File: config.mk
export PLATFORM = sky130hd
export DESIGN_NAME = tms_queue
export DESIGN_NICKNAME = d
export VERILOG_FILES = /design/src/sv/tms_pkg.sv /design/src/sv/tms_queue.sv
export SDC_FILE = /design/constraint.sdc
export NUM_CORES = 1
export LEC_CHECK = 0
export BUFFER_PORTS_ARGS = -buffer_cell sky130_fd_sc_hd__buf_2
export CORE_MARGIN = 4
export CORE_UTILIZATION = 45
export CTS_CLUSTER_SIZE = 25
export DETAILED_ROUTE_END_ITERATION = 10
export MAX_ROUTING_LAYER = met4
export PLACE_DENSITY = 0.84
export SYNTH_ARGS = -nofsm -noshare
export SYNTH_HDL_FRONTEND = slang
export SYNTH_SLANG_ARGS = --single-unit
File: constraint.sdc
create_clock -name clk -period 5.8 [get_ports clk]
set_input_delay 0.29 -clock clk [delete_from_list [all_inputs] [get_ports clk]]
set_output_delay 0.29 -clock clk [all_outputs]
set_load 0.03 [all_outputs]
File: src/sv/tms_pkg.sv
package tms_pkg;

    // command codes
    localparam logic [2:0] CMD_LOAD_MAP  = 3'd0;
    localparam logic [2:0] CMD_LOAD_TILE = 3'd1;
    localparam logic [2:0] CMD_DRAW      = 3'd2;
    localparam logic [2:0] CMD_COLLIDE   = 3'd3;
    localparam logic [2:0] CMD_READ_LINE = 3'd4;

    // register indexes
    localparam logic [2:0] REG_MAP_WIDTH   = 3'd0;
    localparam logic [2:0] REG_MAP_HEIGHT  = 3'd1;
    localparam logic [2:0] REG_TILE_SIZE   = 3'd2;
    localparam logic [2:0] REG_TRANSPARENT = 3'd3;
    localparam logic [2:0] REG_VIS_WIDTH   = 3'd4;

    // reply kinds
    localparam logic KIND_LINE = 1'b0;
    localparam logic KIND_HIT  = 1'b1;

    // tile edges
    localparam logic [4:0] TS_SMALL = 5'd8;
    localparam logic [4:0] TS_BIG   = 5'd16;

    localparam int QUEUE_DEPTH = 2;

    typedef struct packed {
        logic [6:0] map_width;
        logic [6:0] map_height;
        logic       tile_size_sel;
        logic       transparent_mode;
        logic [9:0] visible_width;
    } cfg_t;

    // one classified command
    typedef struct packed {
        logic [2:0]         cmd;
        logic [14:0]        mem_addr;
        logic [31:0]        load_data;
        logic               go;
        logic [6:0]         rsel;
        logic [3:0]         sub;
        logic [7:0]         first_col;
        logic signed [12:0] dst;
        logic [7:0]         frame;
        logic [6:0]         x1;
        logic [6:0]         x2;
        logic [6:0]         y2;
    } job_t;

endpackage

File: src/sv/tms_queue.sv
module tms_queue
(
    input  logic          clk,
    input  logic          rst_n,
    input  logic          push,
    input  tms_pkg::job_t push_job,
    output logic          full,
    input  logic          pop,
    output tms_pkg::job_t head_job,
    output logic          head_valid
);
    localparam int PW = $clog2(tms_pkg::QUEUE_DEPTH);

    tms_pkg::job_t   slot_reg [tms_pkg::QUEUE_DEPTH];
    logic [PW-1:0]   wr_reg, wr_next, rd_reg, rd_next;
    logic [PW:0]     cnt_reg, cnt_next;
    logic            do_push, do_pop;

    assign full       = (cnt_reg == (PW+1)'(tms_pkg::QUEUE_DEPTH));
    assign head_valid = (cnt_reg != '0);
    assign head_job   = slot_reg[rd_reg];
    assign do_push    = push && !full;
    assign do_pop     = pop && head_valid;

    always_comb
    begin
        wr_next  = do_push ? wr_reg + 1'b1 : wr_reg;
        rd_next  = do_pop ? rd_reg + 1'b1 : rd_reg;
        cnt_next = cnt_reg + (PW+1)'(do_push) - (PW+1)'(do_pop);
    end

    always_ff @(posedge clk or negedge rst_n)
    begin
        if (!rst_n)
        begin
            wr_reg  <= '0;
            rd_reg  <= '0;
            cnt_reg <= '0;
        end
        else
        begin
            wr_reg  <= wr_next;
            rd_reg  <= rd_next;
            cnt_reg <= cnt_next;
        end
    end

    always_ff @(posedge clk)
    begin
        if (do_push)
        begin
            slot_reg[wr_reg] <= push_job;
        end
    end
endmodule

==> impl_metrics.csv, run 1 <==
group,metric,value,unit
cells_and_area,final_area,0.0118,mm^2
placed_design,place_hpwl,10600,um
setup_path,cp.required,5510,ps
hold_path,hp-class,"in -> async",
setup_path,critPathCaptureType,"primary output",
job,drv_cap,0,
cells_and_area,nFillCells,1232,
placed_design,placed_cells,822,
cells_and_area,drive_gt1_frac,0.513,
routing,drt_wl_total,18000,um
cells_and_area,fin_nets,845,
power,clkPwrFrac,0.229,
clock_tree,cts_root_buffer,"clkbuf_16",
setup_path,reg2reg_from,"cnt_reg[1]",
power,peakVddDrop,0.350,mV
clock_tree,cts_max_level,1,
clock_tree,cts_resized,0,
power,p_int,3.96,mW
logic_synthesis,ys_seq_area_frac,0.796,
cells_and_area,syn2layout_area_growth,37.7,%
sta,layout_worst_path_cycle_share,0.457,
setup_path,worstPathMaxFanout,61,
setup_path,worstSetupStartpoint,"rd_reg",
placed_design,place_area,0.00994,mm^2
cells_and_area,n_antenna_cell,0,
setup_path,rrSetupSlack,3400,ps
clock_tree,clock_path_buffers,3,
sta,setup_violations,0,
power,p_sw_frac,0.349,
cells_and_area,fin_cells,979,
routing,vias,4715,
power,p_leak,4.68,nW
setup_path,cp_num_cells,3,
logic_synthesis,ys_ff_latch,228,
routing,via_per_inst,4.82,
global_route,antenna_found_initial,0,
cells_and_area,largest_reg_flops,224,
global_route,overflow,0,
floorplanning,fp.coreArea,0.0187,mm^2
floorplanning,ios,230,
power,p_comb_frac,0.384,
placed_design,io_buffer_count,229,
global_route,grt_pass1_vias,5320,
setup_path,endpoint,"head_job[101]",
routing,wire_per_inst,18.4,um
clock_tree,numCtsBuffers,24,
global_route,grt_max_degree,62,
logic_synthesis,syn_area,0.00858,mm^2
floorplanning,dieArea,0.0213,mm^2
sta,fmax,0.377,GHz
sta,worstMarginPinSlew,1140,ps
setup_path,reg2reg_depth,3,
status,status,"finished, final reports clean",
sta,rsz0062_at_grt,"false",
sta,slew_viol_final,0,
routing,drc,0,
clock_tree,cts_tree,"built",
setup_path,path_buf_inv,2,
sta,fin_skew,7.45,ps
setup_path,cp_cell_sequence,"buf_4 -> mux2_2 -> buf_2",
routing,drtIter0Drc,159,
cells_and_area,fin_util,0.631,
setup_path,crit_family,"buffers and inverters",
routing,drtPass1Iterations,4,
clock_tree,postCtsHoldBufs,113,
global_route,grtUsageTotal,0.170,
sta,slew_headroom,0.240,
setup_path,crit_path_start_kind,"flip-flop",
sta,fin_crit,2650,ps
clock_tree,clk_latency,500,ps
power,p_per_area,515,mW/mm^2
logic_synthesis,syn_avg_cell_area,23.4,um^2
setup_path,critPathSlowestCell,"buf_4",
floorplanning,start_util,0.458,
routing,ant_nets,0,
clock_tree,post_cts_buffers,0,
setup_path,worstSetupPathType,"reg -> out",
setup_path,r2r_end,"slot_reg[1][30]",
placed_design,gp_congestion,0.747,
sta,setup_slack,3150,ps
logic_synthesis,synthDistinctLibCells,17,
clock_tree,path_clk_slew,60,ps
setup_path,critPathArrivalTime,2360,ps
sta,hold_violations,0,
setup_path,critPathMaxStageDelay,810,ps
floorplanning,fp.dieH,146,um
power,p_seq_frac,0.387,
logic_synthesis,synth_nets,485,
logic_synthesis,syn_inst,367,
placed_design,pre_cts_ws,3350,ps
power,switching_power,2.12,mW
floorplanning,rows,50,
floorplanning,fp.dieW,146,um
sta,tns,0,ps
global_route,grt_pass1_wl,28100,um
logic_synthesis,yosys_warnings,0,
clock_tree,cts.sinks,228,
[worst min path at each step]
stage               startpoint         end  cells after the start
finish                   rst_n      wr_reg                      2
global route             rst_n      wr_reg                      2
CTS                      rst_n      wr_reg                      2
detailed placement       rst_n  cnt_reg[0]                      1
global placement         rst_n  cnt_reg[0]                      1
floorplan                rst_n  cnt_reg[0]                      0
[layout make-up]
| type | count | area (um^2) | share of cell area |
|---|---|---|---|
| inverter | 2 | 7.51 | 0.000636 |
| clock buffer | 33 | 686 | 0.0581 |
| clock inverter | 11 | 46.3 | 0.00392 |
| timing repair buffer | 347 | 2310 | 0.196 |
| sequential | 228 | 6830 | 0.579 |
| tap | 234 | 293 | 0.0248 |
| multi-input combinational | 124 | 1630 | 0.138 |
[through the flow]
stage	hold slack, ps	total power, mW
final	151	6.08
after global routing	131	6.34
after CTS	114	6.13
after detailed placement	102	4.66
after global placement	95.3	4.60
after floorplan	-5.59	4.15
[synthesized netlist by cell type]
master | count | share of area
nand2_1 | 1 | 0.00044
and2_1 | 1 | 0.00073
mux2_2 | 42 | 0.055
or2_2 | 1 | 0.00073
ha_1 | 2 | 0.0029
buf_2 | 4 | 0.0023
xnor2_1 | 3 | 0.0031
nand2b_1 | 1 | 0.00073
xor2_1 | 1 | 0.0010
mux2_4 | 70 | 0.12
nor2_1 | 1 | 0.00044
inv_1 | 2 | 0.00088
buf_6 | 8 | 0.011
dfrtp_1 | 4 | 0.012
edfxtp_1 | 224 | 0.78
and3_1 | 1 | 0.00073
buf_8 | 1 | 0.0018
[power groups by stage]
stage	clock [mW]	combinational (mW)	sequential, mW
global route	1.50	2.46	2.38
global placement	0	2.24	2.36
CTS	1.43	2.35	2.35
detailed placement	0	2.28	2.38
finish	1.39	2.33	2.35
floorplan	0	1.76	2.39
[logic make-up (layout without fill, tap and decap cells)]
| kind of cell | after synthesis | in the layout | synth area share |
|---|---|---|---|
| mux | 112 | 112 | 0.178 |
| xor+xnor | 4 | 4 | 0.00409 |
| flops | 228 | 228 | 0.796 |
| simple gates | 6 | 6 | 0.00379 |
| fa+ha+maj | 2 | 2 | 0.00292 |
| buf+inv | 15 | 393 | 0.0155 |
[layout by cell type, fill, tap and decap left out]
master / instances
xor2_1: 1
nand2b_1: 1
clkinv_2: 4
mux2_2: 42
nand2_1: 1
edfxtp_1: 224
clkbuf_8: 3
and2_1: 1
and3_4: 1
clkbuf_16: 25
dlygate4sd3_1: 113
ha_1: 2
clkbuf_1: 5
nor2_4: 1
xnor2_1: 3
dfrtp_4: 1
clkinv_1: 7
buf_4: 5
buf_2: 229
or2_2: 1
mux2_4: 70
dfrtp_1: 3
inv_1: 2
[per-layer routing]
metal / GRT usage / vias to the layer above / part of all wire
met1: 0.195 / 2301 / 0.38
met4: 0.0461 / 0 / 0.024
li1: - / 2176 / -
met3: 0.0351 / 38 / 0.067
met5: - / - / 0
met2: 0.305 / 200 / 0.53
Power figures use the tool's default switching activity.
==> run 2: changes to the inputs <==
--- a/config.mk
+++ b/config.mk
@@ -11,7 +11,7 @@
 export CTS_CLUSTER_SIZE = 25
 export DETAILED_ROUTE_END_ITERATION = 10
 export MAX_ROUTING_LAYER = met4
-export PLACE_DENSITY = 0.84
+export PLACE_DENSITY = 0.81
 export SYNTH_ARGS = -nofsm -noshare
 export SYNTH_HDL_FRONTEND = slang
 export SYNTH_SLANG_ARGS = --single-unit
==> constraint.sdc (replaced) <==
create_clock -name clk -period 2.7 [get_ports clk]
set_input_delay 0.135 -clock clk [delete_from_list [all_inputs] [get_ports clk]]
set_output_delay 0.135 -clock clk [all_outputs]
set_load 0.03 [all_outputs]
==> run 2 against run 1 <==
Total power is 120% higher. Cell count is 0.20% higher. Sequential cell count stayed put. Critical endpoint is now head_job[20]. Worst setup slack worse by 2700 ps. Non-clock buffer count is 3 higher.
==> impl_metrics.csv, run 2 (synthesis gave the netlist of run 1 again) <==
group,metric,value,unit
cells_and_area,final_cell_mix,"buf_2 (229), edfxtp_1 (224), dlygate4sd3_1 (115)",
power,p_leak,4.72,nW
setup_path,worstPathMaxFanout,38,
placed_design,io_buffer_count,229,
routing,drt_wl_total,18000,um
floorplanning,start_util,0.458,
routing,vias,4722,
sta,slew_viol_final,0,
sta,hold_violations,0,
routing,via_per_inst,4.81,
placed_design,gp_congestion,0.769,
cells_and_area,fin_util,0.637,
cells_and_area,largest_reg_flops,224,
sta,fin_crit,2280,ps
clock_tree,cts.sinks,228,
sta,fin_skew,11.7,ps
setup_path,worstSetupPathType,"reg -> out",
clock_tree,cts_tree,"built",
sta,tns,0,ps
global_route,grtUsageTotal,0.167,
sta,worstMarginPinSlew,664,ps
job,drv_cap,0,
floorplanning,fp.dieW,146,um
global_route,overflow,0,
routing,ant_nets,0,
sta,rsz0062_at_grt,"false",
sta,fmax,0.438,GHz
status,status,"finished, final reports clean",
placed_design,pre_cts_ws,890,ps
placed_design,place_hpwl,10600,um
floorplanning,fp.coreArea,0.0187,mm^2
hold_path,hp-class,"in -> reg",
routing,drtPass1Iterations,4,
cells_and_area,fin_cells,981,
floorplanning,fp.dieH,146,um
global_route,antenna_found_initial,1,
sta,setup_slack,418,ps
clock_tree,path_clk_slew,60,ps
clock_tree,cts_root_buffer,"clkbuf_16",
floorplanning,dieArea,0.0213,mm^2
routing,wire_per_inst,18.4,um
setup_path,critPathArrivalTime,2150,ps
cells_and_area,layout_commonest_cell,"buf_2",
clock_tree,cts_resized,0,
placed_design,place_area,0.0100,mm^2
power,peakVddDrop,0.768,mV
cells_and_area,syn2layout_area_growth,38.9,%
cells_and_area,fin_nets,848,
global_route,grt_pass1_vias,5314,
placed_design,placed_cells,823,
global_route,grt_pass1_wl,27900,um
cells_and_area,drive_gt1_frac,0.513,
clock_tree,cts_max_level,1,
sta,layout_worst_path_cycle_share,0.845,
routing,drc,0,
routing,drtIter0Drc,214,
cells_and_area,final_area,0.0119,mm^2
setup_path,critPathCaptureType,"primary output",
clock_tree,clk_latency,500,ps
setup_path,crit_path_start_kind,"flip-flop",
power,p_per_area,1110,mW/mm^2
setup_path,cp.required,2570,ps
sta,setup_violations,0,
sta,slew_headroom,0.558,
clock_tree,numCtsBuffers,24,
clock_tree,clock_path_buffers,3,
global_route,grt_max_degree,113,
floorplanning,ios,230,
floorplanning,rows,50,
-- run 2: cell count changes in the layout (fill, tap and decap cells not counted) --
cell,delta
inv_8,+1
diode_2,+1
bufinv_16,+2
buf_12,+4
dlygate4sd3_1,+2
clkbuf_1,-1
buf_4,-3
clkbuf_8,-3
clkinv_1,-1
-- run 2: area by class of cell --
cell class | instances | area (um^2)
clock inverter | 13 | 114
inverter | 2 | 7.51
tap | 234 | 293
multi-input combinational | 124 | 1630
fill | 1236 | 6800
sequential | 228 | 6830
timing repair buffer | 350 | 2390
antenna | 1 | 2.50
clock buffer | 29 | 641
-- run 2: metal layers --
metal,GRT usage,wire (um),vias up
met5,-,0,-
met4,0.0428,411,0
met3,0.0366,964,36
met2,0.301,9550,168
met1,0.190,7110,2338
li1,-,-,2180
-- run 2: per-stage QoR --
step / hold WS, ps / total power, mW
global route: 52.9 / 13.8
floorplan: -161 / 8.87
detailed placement: -55.4 / 10.1
global placement: -56.7 / 9.93
CTS: 19.5 / 13.3
finish: 41.1 / 13.2
-- run 2: worst max-delay path, stage by stage (launching register included) --
cell     delay [ps]
dfrtp_4         710
buf_12          330
mux2_2          390
buf_2           190
-- run 2: repair_timing --
action                    in CTS  in global routing
hold buffers                 115                  0
hold endpoints to repair     229                  0
setup buffers                  0                  0
-- run 2: path summary, 6_finish.rpt --
path | startpoint | end | slack (ps) | depth (start not counted)
max | rd_reg | head_job[20] | 420 | 3
min | push | wr_reg | 40 | 3
max reg2reg | cnt_reg[1] | cnt_reg[1] | 820 | 7
min reg2reg | cnt_reg[0] | cnt_reg[0] | 550 | 1
max in group asynchronous | rst_n | rd_reg | 1920 | 3
min in group asynchronous | rst_n | cnt_reg[1] | 580 | 3
-- run 2: power by group --
| part | switching [mW] | internal (mW) | leakage [nW] |
|---|---|---|---|
| combinational | 3.03 | 1.93 | 2.22 |
| clock | 1.26 | 1.87 | 0.372 |
| sequential | 0.303 | 4.85 | 2.13 |
| total | 4.59 | 8.65 | 4.72 |
==> run 3: changes to the inputs <==
==> constraint.sdc (replaced) <==
create_clock -name clk -period 2.1 [get_ports clk]
set_input_delay 0.105 -clock clk [delete_from_list [all_inputs] [get_ports clk]]
set_output_delay 0.105 -clock clk [all_outputs]
set_load 0.03 [all_outputs]
==> run 3 against run 2 <==
Via count fell by 0.23%. Final area up 1.4%. Sequential cell count unchanged. Sequential power is 27% higher. Total power rose by 33%. Clock-buffer cell count is 1 lower. First-iteration DRC count shrank 19%. Critical path depth unchanged. Combinational power is 33% higher. Critical endpoint is now head_job[61]. Highest routed layer unchanged.
==> impl_metrics.csv, run 3 (synthesis gave the netlist of run 1 again) <==
group,metric,value,unit
status,status,"finished, final reports clean",
floorplanning,fp.coreArea,0.0187,mm^2
clock_tree,cts_tree,"built",
global_route,grtUsageTotal,0.166,
power,p_sw_frac,0.340,
floorplanning,start_util,0.458,
hold_path,hp-class,"in -> reg",
floorplanning,fp.dieH,146,um
cells_and_area,fin_nets,851,
sta,slew_headroom,0.722,
power,p_seq_frac,0.372,
global_route,grt_pass1_vias,5233,
global_route,grt_pass1_wl,27700,um
cells_and_area,layout_commonest_cell,"buf_2",
hold_path,min_from,"push_job[59]",
placed_design,io_buffer_count,229,
setup_path,worstSetupPathType,"reg -> out",
cells_and_area,syn2layout_area_growth,40.9,%
clock_tree,clk_latency,500,ps
sta,fmax,0.491,GHz
routing,via_per_inst,4.78,
floorplanning,fp.dieW,146,um
routing,drt_wl_total,18100,um
sta,fin_crit,2040,ps
routing,drtPass1Iterations,4,
power,switching_power,5.97,mW
sta,setup_violations,0,
setup_path,rrSetupSlack,310,ps
setup_path,reg2reg_from,"cnt_reg[1]",
global_route,antenna_found_initial,1,
routing,ant_nets,0,
power,p_int,11.6,mW
cells_and_area,fin_util,0.646,
power,clkPwrFrac,0.252,
cells_and_area,nFillCells,1196,
floorplanning,dieArea,0.0213,mm^2
power,peakVddDrop,0.801,mV
global_route,grt_max_degree,72,
sta,hold_violations,0,
hold_path,hold_end,"slot_reg[0][59]",
setup_path,worstPathMaxFanout,44,
clock_tree,numCtsBuffers,24,
sta,worstMarginPinSlew,417,ps
clock_tree,cts.sinks,228,
cells_and_area,final_cell_mix,"buf_2 (229), edfxtp_1 (224), dlygate4sd3_1 (116)",
power,p_per_area,1450,mW/mm^2
setup_path,cp.required,2000,ps
clock_tree,cts_root_buffer,"clkbuf_16",
power,p_leak,4.79,nW
setup_path,critPathArrivalTime,1930,ps
power,p_comb_frac,0.376,
setup_path,crit_path_start_kind,"flip-flop",
job,drv_cap,0,
clock_tree,clock_path_buffers,3,
setup_path,reg2reg_depth,7,
hold_path,hold-path-cell-count,2,
global_route,overflow,0,
floorplanning,ios,230,
placed_design,place_hpwl,10800,um
routing,wire_per_inst,18.3,um
sta,layout_worst_path_cycle_share,0.971,
placed_design,gp_congestion,0.761,
setup_path,critPathCaptureType,"primary output",
routing,drtIter0Drc,174,
sta,slew_viol_final,0,
routing,drc,0,
clock_tree,cts_max_level,1,
sta,fin_skew,10.7,ps
cells_and_area,largest_reg_flops,224,
setup_path,r2r_end,"cnt_reg[1]",
clock_tree,path_clk_slew,60,ps
sta,rsz0062_at_grt,"false",
sta,tns,0,ps
cells_and_area,drive_gt1_frac,0.520,
routing,vias,4711,
floorplanning,rows,50,
-- run 3: repair_timing --
item                                    4_1_cts  5_1_grt
resized for setup                             1        1
hold buffers                                116        0
cloned                                        0        1
buffers inserted                              0        0
endpoints found under the setup margin        1       15
hold endpoints to repair                    230        0
-- run 3: routing by layer --
layer,part of all wire,track usage,up-vias
met1,0.39,0.189,2312
met5,0,-,-
met4,0.020,0.0461,0
met3,0.057,0.0341,30
met2,0.53,0.297,179
li1,-,-,2190
-- run 3: area by class of cell --
cell class,instances,area [um^2],area share
clock inverters,15,201,0.0167
repair buffers,353,2470,0.205
clock buffers,28,637,0.0527
inverters,2,7.51,0.000621
diodes,2,5.00,0.000414
flip-flops and latches,228,6830,0.565
multi-input cells,124,1630,0.135
well taps,234,293,0.0242
-- run 3: how the worst max path moves through the flow --
stage / start / end / slack [ps] / depth (start not counted)
final: rd_reg / head_job[61] / 60 / 3
after global routing: rd_reg / head_job[37] / 1 / 3
after CTS: rd_reg / head_job[92] / 10 / 3
after detailed placement: cnt_reg[1] / cnt_reg[1] / 320 / 7
after global placement: cnt_reg[1] / cnt_reg[1] / 380 / 7
after floorplan: cnt_reg[1] / slot_reg[0][0] / -580 / 3
-- run 3: power by group through the flow --
| stage | clock network (mW) | registers (mW) | logic, mW |
|---|---|---|---|
| 2_1_floorplan | 0 | 6.53 | 4.88 |
| 3_3_place_gp | 0 | 6.54 | 6.31 |
| 3_5_place_dp | 0 | 6.62 | 6.38 |
| 4_1_cts | 4.53 | 6.53 | 6.58 |
| 5_1_grt | 4.71 | 6.62 | 6.94 |
| 6_report | 4.42 | 6.54 | 6.60 |
-- run 3: metrics by stage --
stage / cell area, um^2 / total power [mW] / setup WS [ps] / instances / hold slack [ps]
after global placement: 10000 / 12.8 / 375 / 824 / -89.2
after floorplan: 8590 / 11.4 / -579 / 367 / -191
after CTS: 12000 / 17.6 / 10.1 / 983 / 300
after detailed placement: 10000 / 13.0 / 324 / 824 / -78.9
final: 12100 / 17.6 / 61.3 / 986 / 325
after global routing: 12100 / 18.3 / 1.12 / 985 / 313
-- run 3: worst max-delay path: stages (launching register included) --
cell and delay [ps]:
dfrtp_4 560, buf_16 330, mux2_4 330, buf_2 180
