[config.mk]
export PLATFORM = sky130hd
export DESIGN_NAME = tms_front_flat
export DESIGN_NICKNAME = d
export VERILOG_FILES = /design/src/sv/tms_pkg.sv /design/src/sv/tms_if.sv /design/src/sv/tms_front.sv /design/src/flat_wrapper.sv
export SDC_FILE = /design/constraint.sdc
export NUM_CORES = 1
export LEC_CHECK = 0
export ABC_CLOCK_PERIOD_IN_PS = 9400
export BUFFER_PORTS_ARGS = -buffer_cell sky130_fd_sc_hd__buf_2
export CORE_MARGIN = 3
export CORE_UTILIZATION = 45
export DETAILED_ROUTE_END_ITERATION = 12
export PLACE_DENSITY = 0.81
export SLEW_MARGIN = 20
export SYNTH_ARGS = -nofsm -noshare
export SYNTH_HDL_FRONTEND = slang
export SYNTH_SLANG_ARGS = --single-unit
[constraint.sdc]
create_clock -name clk -period 9.4 [get_ports clk]
set_input_delay 0.94 -clock clk [delete_from_list [all_inputs] [get_ports clk]]
set_output_delay 0.94 -clock clk [all_outputs]
set_load 0.02 [all_outputs]
[src/sv/tms_pkg.sv]
package tms_pkg;

    // command codes
    localparam logic [2:0] CMD_LOAD_MAP  = 3'd0;
    localparam logic [2:0] CMD_LOAD_TILE = 3'd1;
    localparam logic [2:0] CMD_DRAW      = 3'd2;
    localparam logic [2:0] CMD_COLLIDE   = 3'd3;
    localparam logic [2:0] CMD_READ_LINE = 3'd4;

    // register indexes
    localparam logic [2:0] REG_MAP_WIDTH   = 3'd0;
    localparam logic [2:0] REG_MAP_HEIGHT  = 3'd1;
    localparam logic [2:0] REG_TILE_SIZE   = 3'd2;
    localparam logic [2:0] REG_TRANSPARENT = 3'd3;
    localparam logic [2:0] REG_VIS_WIDTH   = 3'd4;

    // reply kinds
    localparam logic KIND_LINE = 1'b0;
    localparam logic KIND_HIT  = 1'b1;

    // tile edges
    localparam logic [4:0] TS_SMALL = 5'd8;
    localparam logic [4:0] TS_BIG   = 5'd16;

    localparam int QUEUE_DEPTH = 2;

    typedef struct packed {
        logic [6:0] map_width;
        logic [6:0] map_height;
        logic       tile_size_sel;
        logic       transparent_mode;
        logic [9:0] visible_width;
    } cfg_t;

    // one classified command
    typedef struct packed {
        logic [2:0]         cmd;
        logic [14:0]        mem_addr;
        logic [31:0]        load_data;
        logic               go;
        logic [6:0]         rsel;
        logic [3:0]         sub;
        logic [7:0]         first_col;
        logic signed [12:0] dst;
        logic [7:0]         frame;
        logic [6:0]         x1;
        logic [6:0]         x2;
        logic [6:0]         y2;
    } job_t;

endpackage

[src/sv/tms_if.sv]
interface tms_in_if;
    logic               valid;
    logic               ready;
    logic [2:0]         cmd;
    logic [14:0]        mem_addr;
    logic [31:0]        load_data;
    logic signed [10:0] pos_x;
    logic signed [10:0] pos_y;
    logic [9:0]         scan_line;
    logic [7:0]         frame_num;
    logic signed [10:0] box_x;
    logic signed [10:0] box_y;
    logic [9:0]         box_w;
    logic [9:0]         box_h;

    modport source (output valid, cmd, mem_addr, load_data, pos_x, pos_y, scan_line,
                    frame_num, box_x, box_y, box_w, box_h, input ready);
    modport sink (input valid, cmd, mem_addr, load_data, pos_x, pos_y, scan_line,
                  frame_num, box_x, box_y, box_w, box_h, output ready);
endinterface


interface tms_cfg_if;
    logic       valid;
    logic       ready;
    logic [2:0] index;
    logic [9:0] data;

    modport source (output valid, index, data, input ready);
    modport sink (input valid, index, data, output ready);
endinterface

[src/sv/tms_front.sv]
module tms_front
#(
    parameter int MARGIN = 16
)
(
    input  logic          clk,
    input  logic          rst_n,
    tms_in_if.sink        cmd_ch,
    tms_cfg_if.sink       cfg_ch,
    input  logic          queue_full,
    input  logic          clear_done,
    output logic          push,
    output tms_pkg::job_t push_job,
    output tms_pkg::cfg_t cfg
);
    tms_pkg::cfg_t cfg_reg, cfg_next;

    logic signed [10:0] x_e;
    logic signed [11:0] sprline;
    logic [10:0]        span;
    logic [10:0]        nx;
    logic [7:0]         st;
    logic [12:0]        st_px;
    logic signed [12:0] v_x1, v_x2, v_y1, v_y2;
    logic [6:0]         cx1, cx2, cy1, cy2;
    logic               sel;

    // truncating divide by tile edge, clamped to [0, lim]
    function automatic logic [6:0] tile_clamp(input logic signed [12:0] v,
                                              input logic s, input logic [6:0] lim);
        logic [8:0] q;
        begin
            q = s ? {1'b0, v[11:4]} : v[11:3];
            if (v[12])
                tile_clamp = '0;
            else if (q > {2'b00, lim})
                tile_clamp = lim;
            else
                tile_clamp = q[6:0];
        end
    endfunction

    assign sel = cfg_reg.tile_size_sel;
    assign cfg = cfg_reg;
    assign cfg_ch.ready = 1'b1;
    assign cmd_ch.ready = !queue_full && clear_done;
    assign push = cmd_ch.valid && cmd_ch.ready && (cmd_ch.cmd <= tms_pkg::CMD_READ_LINE);

    always_comb
    begin
        x_e     = {cmd_ch.pos_x[10:1], 1'b0};
        sprline = $signed({2'b00, cmd_ch.scan_line}) - 12'(cmd_ch.pos_y);
        span    = sel ? {cfg_reg.map_height, 4'b0} : {1'b0, cfg_reg.map_height, 3'b0};
        nx      = x_e[10] ? 11'd0 - x_e : 11'd0;
        st      = sel ? {1'b0, nx[10:4]} : nx[10:3];
        st_px   = sel ? {1'b0, st, 4'b0} : {2'b00, st, 3'b0};
        v_x1    = 13'(cmd_ch.box_x) - 13'(x_e);
        v_x2    = 13'(cmd_ch.box_x) + 13'(cmd_ch.box_w) - 13'(x_e);
        v_y1    = 13'(cmd_ch.box_y) - 13'(cmd_ch.pos_y);
        v_y2    = 13'(cmd_ch.box_y) + 13'(cmd_ch.box_h) - 13'(cmd_ch.pos_y);
        cx1     = tile_clamp(v_x1, sel, cfg_reg.map_width);
        cx2     = tile_clamp(v_x2, sel, cfg_reg.map_width);
        cy1     = tile_clamp(v_y1, sel, cfg_reg.map_height);
        cy2     = tile_clamp(v_y2, sel, cfg_reg.map_height);

        push_job.cmd       = cmd_ch.cmd;
        push_job.mem_addr  = cmd_ch.mem_addr;
        push_job.load_data = cmd_ch.load_data;
        push_job.sub       = sel ? sprline[3:0] : {1'b0, sprline[2:0]};
        push_job.first_col = st;
        push_job.dst       = 13'(x_e) + 13'(MARGIN) + st_px;
        push_job.frame     = cmd_ch.frame_num;
        push_job.x1        = cx1;
        push_job.x2        = cx2;
        push_job.y2        = cy2;
        if (cmd_ch.cmd == tms_pkg::CMD_COLLIDE)
        begin
            push_job.go   = (cx1 < cx2) && (cy1 < cy2);
            push_job.rsel = cy1;
        end
        else
        begin
            push_job.go   = !sprline[11] && (sprline[10:0] < span);
            push_job.rsel = sel ? sprline[10:4] : sprline[9:3];
        end
    end

    always_comb
    begin
        cfg_next = cfg_reg;
        if (cfg_ch.valid)
        begin
            unique case (cfg_ch.index)
                tms_pkg::REG_MAP_WIDTH:   cfg_next.map_width = cfg_ch.data[6:0];
                tms_pkg::REG_MAP_HEIGHT:  cfg_next.map_height = cfg_ch.data[6:0];
                tms_pkg::REG_TILE_SIZE:   cfg_next.tile_size_sel = cfg_ch.data[0];
                tms_pkg::REG_TRANSPARENT: cfg_next.transparent_mode = cfg_ch.data[0];
                tms_pkg::REG_VIS_WIDTH:   cfg_next.visible_width = cfg_ch.data;
                default:                  cfg_next = cfg_reg;
            endcase
        end
    end

    always_ff @(posedge clk or negedge rst_n)
    begin
        if (!rst_n)
        begin
            cfg_reg.map_width        <= 7'd1;
            cfg_reg.map_height       <= 7'd1;
            cfg_reg.tile_size_sel    <= 1'b1;
            cfg_reg.transparent_mode <= 1'b1;
            cfg_reg.visible_width    <= 10'd640;
        end
        else
        begin
            cfg_reg <= cfg_next;
        end
    end
endmodule

[src/flat_wrapper.sv]
// flat-port wrapper written by rule: the top's interface ports become plain ports
module tms_front_flat 
#(
    parameter int MARGIN = 16
)
  (clk, rst_n, queue_full, clear_done, push, push_job, cfg, cmd_ch_valid, cmd_ch_cmd, cmd_ch_mem_addr, cmd_ch_load_data, cmd_ch_pos_x, cmd_ch_pos_y, cmd_ch_scan_line, cmd_ch_frame_num, cmd_ch_box_x, cmd_ch_box_y, cmd_ch_box_w, cmd_ch_box_h, cmd_ch_ready, cfg_ch_valid, cfg_ch_index, cfg_ch_data, cfg_ch_ready);
  tms_in_if cmd_ch_i ();
  tms_cfg_if cfg_ch_i ();
  input  logic clk;
  input  logic rst_n;
  input  logic queue_full;
  input  logic clear_done;
  output logic push;
  output tms_pkg::job_t push_job;
  output tms_pkg::cfg_t cfg;
  input wire logic [$bits(cmd_ch_i.valid)-1:0] cmd_ch_valid;
  input wire logic [$bits(cmd_ch_i.cmd)-1:0] cmd_ch_cmd;
  input wire logic [$bits(cmd_ch_i.mem_addr)-1:0] cmd_ch_mem_addr;
  input wire logic [$bits(cmd_ch_i.load_data)-1:0] cmd_ch_load_data;
  input wire logic [$bits(cmd_ch_i.pos_x)-1:0] cmd_ch_pos_x;
  input wire logic [$bits(cmd_ch_i.pos_y)-1:0] cmd_ch_pos_y;
  input wire logic [$bits(cmd_ch_i.scan_line)-1:0] cmd_ch_scan_line;
  input wire logic [$bits(cmd_ch_i.frame_num)-1:0] cmd_ch_frame_num;
  input wire logic [$bits(cmd_ch_i.box_x)-1:0] cmd_ch_box_x;
  input wire logic [$bits(cmd_ch_i.box_y)-1:0] cmd_ch_box_y;
  input wire logic [$bits(cmd_ch_i.box_w)-1:0] cmd_ch_box_w;
  input wire logic [$bits(cmd_ch_i.box_h)-1:0] cmd_ch_box_h;
  output wire logic [$bits(cmd_ch_i.ready)-1:0] cmd_ch_ready;
  input wire logic [$bits(cfg_ch_i.valid)-1:0] cfg_ch_valid;
  input wire logic [$bits(cfg_ch_i.index)-1:0] cfg_ch_index;
  input wire logic [$bits(cfg_ch_i.data)-1:0] cfg_ch_data;
  output wire logic [$bits(cfg_ch_i.ready)-1:0] cfg_ch_ready;
  assign cmd_ch_i.valid = cmd_ch_valid;
  assign cmd_ch_i.cmd = cmd_ch_cmd;
  assign cmd_ch_i.mem_addr = cmd_ch_mem_addr;
  assign cmd_ch_i.load_data = cmd_ch_load_data;
  assign cmd_ch_i.pos_x = cmd_ch_pos_x;
  assign cmd_ch_i.pos_y = cmd_ch_pos_y;
  assign cmd_ch_i.scan_line = cmd_ch_scan_line;
  assign cmd_ch_i.frame_num = cmd_ch_frame_num;
  assign cmd_ch_i.box_x = cmd_ch_box_x;
  assign cmd_ch_i.box_y = cmd_ch_box_y;
  assign cmd_ch_i.box_w = cmd_ch_box_w;
  assign cmd_ch_i.box_h = cmd_ch_box_h;
  assign cmd_ch_ready = cmd_ch_i.ready;
  assign cfg_ch_i.valid = cfg_ch_valid;
  assign cfg_ch_i.index = cfg_ch_index;
  assign cfg_ch_i.data = cfg_ch_data;
  assign cfg_ch_ready = cfg_ch_i.ready;
  tms_front #(.MARGIN(MARGIN)) u_core (.clk(clk), .rst_n(rst_n), .cmd_ch(cmd_ch_i), .cfg_ch(cfg_ch_i), .queue_full(queue_full), .clear_done(clear_done), .push(push), .push_job(push_job), .cfg(cfg));
endmodule
==> impl_metrics.ini, run 1 <==
[clock_network]
cts_tree = built
clock_sinks = 26
post-cts-setup-buffers = 0
cts-root-buf = clkbuf_16
numCtsBuffers = 3
clock_latency_ns = 0.25
cts_hold_buf = 0
cts.path.max_buffers = 2
path_clk_slew_ns = 0.06
cts_resized = 0
h-tree-depth = 1

[power_and_ir_drop]
clockPowerShare_pct = 8.4
leakage_nw = 4.18
ir_drop_mv = 0.150
p_per_area_mw_per_mm2 = 182
combPwrFrac_pct = 80.0
internal_power_uw = 683
p_sw_uw = 756
p_sw_share_pct = 52.5
p_seq_share_pct = 11.6

[route]
vias = 7067
initialDrtViolationCount = 411
drt_pass1_iterations = 5
drcViolationCount = 0
wl_per_cell_um = 15.4
viasPerCell = 5.53
postRouteAntennaNets = 0
finalWirelength_um = 19700

[place]
post-place-ws_ns = 1.15
place.gp.congestion = 0.936
place_area_mm2 = 0.00782
dp_cells = 1274
hpwl_um = 16700
io_buffers = 178

[synth]
synthesis.area_mm2 = 0.00719
syn_inst = 964
synth_top_flop_cell = dfrtp_1
ys_warn_count = 0
synth_edf_count = 0
synth_area_per_cell_um2 = 7.46
async_reset_ff_share_pct = 100
ys_seq_area_share_pct = 9.15
yosysUniqueCellTypes = 74
synth_seq_cells = 26

[floorplanning]
rows = 45
die_x_um = 132
core_mm2 = 0.0154
start_util_pct = 46.6
die_area_mm2 = 0.0175
dieHeight_um = 132
ioPinCount = 292

[sta]
fin_ws_ns = 1.03
max_freq_ghz = 0.119
hold_viol = 0
tightest_slew_ns = 0.949
rsz0062_at_grt = no
fin_crit_ns = 8.37
drv_slew = 0
fin_crit_sh_pct = 89.0
setup_tns_ns = 0
setup_viol = 0
relSlewSlack_pct = 36.2
fin_worst_skew_ns = 0

[final_layout]
drive_gt1_share_pct = 22.6
finalInstanceArea_mm2 = 0.00793
largest_register_ffs = 25
instances_no_fill = 1279
num-nets-final = 1348
area_delta_synth_final_pct = 10.2

[critical_path]
worst_path_dominant_cell_family = compound AO/OA/AOI/OAI gates
cp_slowest_cell = fa_1
end_kind = primary output
worst-path-buf-inv = 4
crit_required_ns = 8.46
setup.worst_path.start_class = primary input
cp.arrival_ns = 7.43
path_max_fanout = 9
cp_slowest_stage_delay_ns = 0.54
crit_type = primary input to primary output

[global_route]
grt_util_all_layers_pct = 21.3
grt_pass1_wl_um = 31800
grt_pass1_vias = 6721
grt_overflow = 0
grt_max_degree = 75
antenna_found_initial = 1

[job]
cap_violations = 0

[worst_hold_path]
hp-class = flop to flop

[status]
status = finished, final reports clean
## layer usage
layer  up-vias  GRT usage [%]  routed length (um)
met4         0           4.62                 386
met5         -              0                   0
li1       3524              -                   -
met2       221           39.4                9810
met3        32           2.02                1050
met1      3290           26.7                8440
## stage by stage
stage	power, mW	utilization [%]	hold slack [ns]
final	1.44	51.4	0.506
after detailed placement	1.30	50.7	0.492
after global routing	1.58	51.4	0.522
after floorplan	1.04	-	0.586
after global placement	1.28	50.7	0.485
after CTS	1.44	51.4	0.509
## path summary, 6_finish.rpt
kind | to | slack [ns] | cells after the start | from
setup / recovery | push_job[61] | 1.03 | 29 | cmd_ch_box_h[4]
hold / removal | u_core.cfg[5] | 0.51 | 1 | u_core.cfg[5]
setup reg to reg | u_core.sel | 8.31 | 3 | u_core.sel
hold reg to reg | u_core.cfg[5] | 0.51 | 1 | u_core.cfg[5]
max in group asynchronous | u_core.cfg[15] | 8.34 | 1 | rst_n
min in group asynchronous | u_core.cfg[0] | 0.68 | 1 | rst_n
## cell type report
| class | instances | area [um^2] |
|---|---|---|
| flip-flops and latches | 26 | 658 |
| clock inverters | 1 | 30.0 |
| diodes | 1 | 2.50 |
| clock buffers | 3 | 75.1 |
| multi-input cells | 727 | 5500 |
| well taps | 211 | 264 |
| inverters | 128 | 480 |
| fillers | 1566 | 7500 |
| repair buffers | 182 | 921 |
## cells in the final DEF (no fill, tap or decap), types with 4 or more instances in the layout
cell type,synthesis,routed
nor2b_1,13,13
o31ai_1,7,7
o211ai_1,6,6
o21bai_1,7,7
inv_1,128,128
a31oi_1,6,6
dfrtp_1,20,20
or2_2,9,9
nand2_1,80,80
mux2_2,28,28
o21a_1,14,14
nand4_1,6,6
buf_2,2,178
nor3_1,23,23
ha_1,109,109
o21ai_0,60,60
a2111oi_0,4,4
a211oi_1,11,11
o22ai_1,4,4
a21oi_1,59,59
fa_1,20,20
nor2_1,67,67
a21o_1,17,17
xor2_1,6,6
a31o_2,5,5
a21boi_0,6,6
buf_4,63,4
xnor2_1,24,24
nor4_1,4,4
nand2b_1,14,14
mux2i_1,22,22
a211o_1,4,4
dfstp_2,6,6
nand3_1,22,22
and2_1,9,9
a221oi_1,4,4
or3_1,8,8
## synthesized netlist by cell type (3+ instances only)
cell type	count	area share, %
inv_1	128	6.7
ha_1	109	19
nand2_1	80	4.2
nor2_1	67	3.5
buf_4	63	6.6
o21ai_0	60	4.2
a21oi_1	59	4.1
mux2_2	28	4.4
xnor2_1	24	2.9
nor3_1	23	1.6
mux2i_1	22	3.1
nand3_1	22	1.5
dfrtp_1	20	7.0
fa_1	20	5.6
a21o_1	17	1.8
clkbuf_1	16	0.83
nand2b_1	14	1.2
o21a_1	14	1.5
nor2b_1	13	1.1
a211oi_1	11	1.1
and2_1	9	0.78
or2_2	9	0.78
or3_1	8	0.70
o21bai_1	7	0.73
o31ai_1	7	0.73
a21boi_0	6	0.63
a31oi_1	6	0.52
dfstp_2	6	2.2
nand4_1	6	0.52
o211ai_1	6	0.63
xor2_1	6	0.73
a31o_2	5	0.61
a2111oi_0	4	0.49
a211o_1	4	0.49
a221oi_1	4	0.49
nor4_1	4	0.35
o22ai_1	4	0.35
and3_1	3	0.26
o21ai_1	3	0.21
## power by group through the flow
stage / clock, mW / sequential (mW) / combinational (mW)
2_1_floorplan: 0 / 0.189 / 0.848
4_1_cts: 0.125 / 0.167 / 1.14
3_5_place_dp: 0 / 0.169 / 1.14
5_1_grt: 0.129 / 0.170 / 1.28
6_report: 0.121 / 0.167 / 1.15
3_3_place_gp: 0 / 0.168 / 1.11
## cells by family (layout without fill, tap and decap cells)
group,after synthesis,in the layout,share of synthesized area [%]
adders and majority gates,129,129,24.5
muxes,51,51,7.60
DFF,26,26,9.15
AOI/OAI and AO/OA,245,245,22.6
other,2,4,0.104
and+or+nand+nor,269,269,17.8
xor gates and xnor gates,30,30,3.65
buffers and inverters,212,314,14.5
Power figures use the tool's default switching activity.
==> inputs of run 2 (changes only) <==
ABC_AREA = 1   (was default)
==> run 2 against run 1 <==
Die area is 2.7% higher. Sequential cell count unchanged. Register-to-register slack worse by 0.15 ns. Clock skew stayed put. Cell count increased by 18%. Cell area grew 2.6%. Via count up 7.9%. Power fell by 7.8%. Hold slack got worse by 0.021 ns. Worst setup slack better by 1.7 ns. First-iteration DRC count fell by 1.2%. Critical endpoint unchanged. Largest cell class unchanged.
==> impl_metrics.ini, run 2 <==
[status]
status = finished, final reports clean

[floorplanning]
core_mm2 = 0.0160
die_x_um = 134
rows = 46
start_util_pct = 46.2
ioPinCount = 292
dieHeight_um = 134
die_area_mm2 = 0.0180

[synth]
synth_area_per_cell_um2 = 6.22
ys_warn_count = 0
synth_edf_count = 0
syn_inst = 1189
post-synth-top-count-cell = nand2_1
synth_mux_area_share_pct = 0.863
yosysTopAreaCell = ha_1
async_reset_ff_share_pct = 100
synthSimpleGateAreaFrac_pct = 28.6
ys_seq_area_share_pct = 8.90
synth_common_cells = nand2_1, inv_1, ha_1, nor2_1, o21ai_0
synth_seq_cells = 26
synthTopCellsByArea = ha_1, nand2_1, inv_1, dfrtp_1, buf_4
yosysUniqueCellTypes = 48
yosysTopAreaCellShare_pct = 18.4
synth_xor_area_share_pct = 5.45
synth_top_family_by_area = simple AND/OR/NAND/NOR gates
synth_top_flop_cell = dfrtp_1
synth_fa_ha_area_share_pct = 23.9
synthesis.area_mm2 = 0.00740
synth_compound_area_share_pct = 13.3

[critical_path]
crit_start = cmd_ch_box_h[3]
path_max_fanout = 9
setup.worst_path.start_class = primary input
cp_slowest_cell = fa_1
reg2reg_depth = 3
end_kind = primary output
ff2ff_setup_slack_ns = 8.16
crit_path_frequent_cell = nand2_1
r2r_end = u_core.sel
timing.rr.start = u_core.sel
crit_required_ns = 8.46
cp.arrival_ns = 5.75
cp_slowest_stage_delay_ns = 0.53
crit_type = primary input to primary output

[power_and_ir_drop]
ir_drop_mv = 0.112
p_per_area_mw_per_mm2 = 163
leakage_nw = 4.87

[route]
finalWirelength_um = 19700
drcViolationCount = 0
drt_pass1_iterations = 4
wl_per_cell_um = 13.1
postRouteAntennaNets = 0
initialDrtViolationCount = 406
vias = 7628
viasPerCell = 5.05

[clock_network]
path_clk_slew_ns = 0.06
post-cts-setup-buffers = 0
cts_resized = 0
numCtsBuffers = 3
h-tree-depth = 1
clock_sinks = 26
cts_hold_buf = 0
cts-root-buf = clkbuf_16
cts.path.max_buffers = 2
cts_tree = built
clock_latency_ns = 0.25

[sta]
fin_crit_ns = 6.69
hold_viol = 0
setup_viol = 0
rsz0062_at_grt = no
tightest_slew_ns = 0.809
drv_slew = 0
relSlewSlack_pct = 46.0
setup_tns_ns = 0
fin_worst_skew_ns = 0
max_freq_ghz = 0.150
fin_crit_sh_pct = 71.2
fin_ws_ns = 2.71

[worst_hold_path]
hp-class = flop to flop
hold_depth = 2
hp-start = u_core.cfg[1]
worstHoldEndpoint = u_core.cfg[1]

[final_layout]
num-nets-final = 1575
instances_no_fill = 1510
seq_area_um2 = 658
multi_input_area_mm2 = 0.00534
area_delta_synth_final_pct = 10.0
fillers = 1640
diodes = 0
drive_gt1_share_pct = 17.7
largest_register_ffs = 25
mostFrequentLayoutCells = nand2_1, inv_1, buf_2, ha_1, nor2_1
fin_util_pct = 50.9
final_common_cell = nand2_1

[global_route]
grt_max_degree = 57
grt_pass1_vias = 7208
grt_overflow = 0
grt_util_all_layers_pct = 21.1
antenna_found_initial = 0
grt_pass1_wl_um = 32300

[place]
place.gp.congestion = 0.951
hpwl_um = 17000
dp_cells = 1506
io_buffers = 178
post-place-ws_ns = 2.72

[job]
cap_violations = 0
run 2: cell types whose count changed in the layout (fill, tap and decap cells not counted), moves of 14 or more:
cell and change:
inv_1 +95, mux2_2 -25, mux2i_1 -19, nand2_1 +202, nand2b_1 -14, nand3_1 +44
nor2_1 +24, xor2_1 +25
run 2: worst max-delay path, delay by kind of cell:
family / cells / cell delay [ns]
and+or+nand+nor: 14 / 1.41
AOI/OAI and AO/OA: 7 / 1.02
xor gates and xnor gates: 1 / 0.26
adders and majority gates: 4 / 1.54
buffers and inverters: 6 / 0.58
run 2: how the worst max path moves through the flow:
stage / end / slack (ns) / cells past startpoint
final: push_job[61] / 2.71 / 32
after global routing: push_job[61] / 2.19 / 32
after CTS: push_job[61] / 2.71 / 32
after detailed placement: push_job[61] / 2.72 / 32
after global placement: push_job[61] / 2.84 / 32
after floorplan: push_job[61] / 3.17 / 30
run 2: cell families (layout without fill, tap and decap cells):
kind of cell / after synthesis / after routing
and+or+nand+nor: 495 / 495
buffers and inverters: 308 / 412
AOI/OAI and AO/OA: 177 / 177
adders and majority gates: 129 / 129
xor gates and xnor gates: 46 / 46
DFF: 26 / 26
muxes: 6 / 6
other: 2 / 3
run 2: area by class of cell:
class	instances	share of cell area (%)
well taps	216	3.32
multi-input cells	856	65.6
repair buffers	180	11.1
flip-flops and latches	26	8.09
clock buffers	3	0.923
clock inverters	1	0.369
inverters	228	10.6
run 2: where the power goes:
part	internal, mW	total [mW]	switching, mW
Combinational	0.376	1.04	0.667
Clock	0.0847	0.122	0.0372
Sequential	0.137	0.162	0.0248
run 2: per-stage QoR:
step / instance area, um^2 / hold WS (ns) / total power, mW
6_report: 8140 / 0.485 / 1.33
2_1_floorplan: 7400 / 0.518 / 0.961
3_3_place_gp: 8030 / 0.464 / 1.18
3_5_place_dp: 8030 / 0.474 / 1.20
5_1_grt: 8140 / 0.520 / 1.49
4_1_cts: 8140 / 0.489 / 1.33
run 2: routing by layer:
metal,GRT usage [%],routed length (um),vias up
li1,-,-,3918
met1,27.4,8800,3433
met2,37.4,9370,242
met3,2.51,1180,35
met4,5.15,395,0
met5,0,0,-
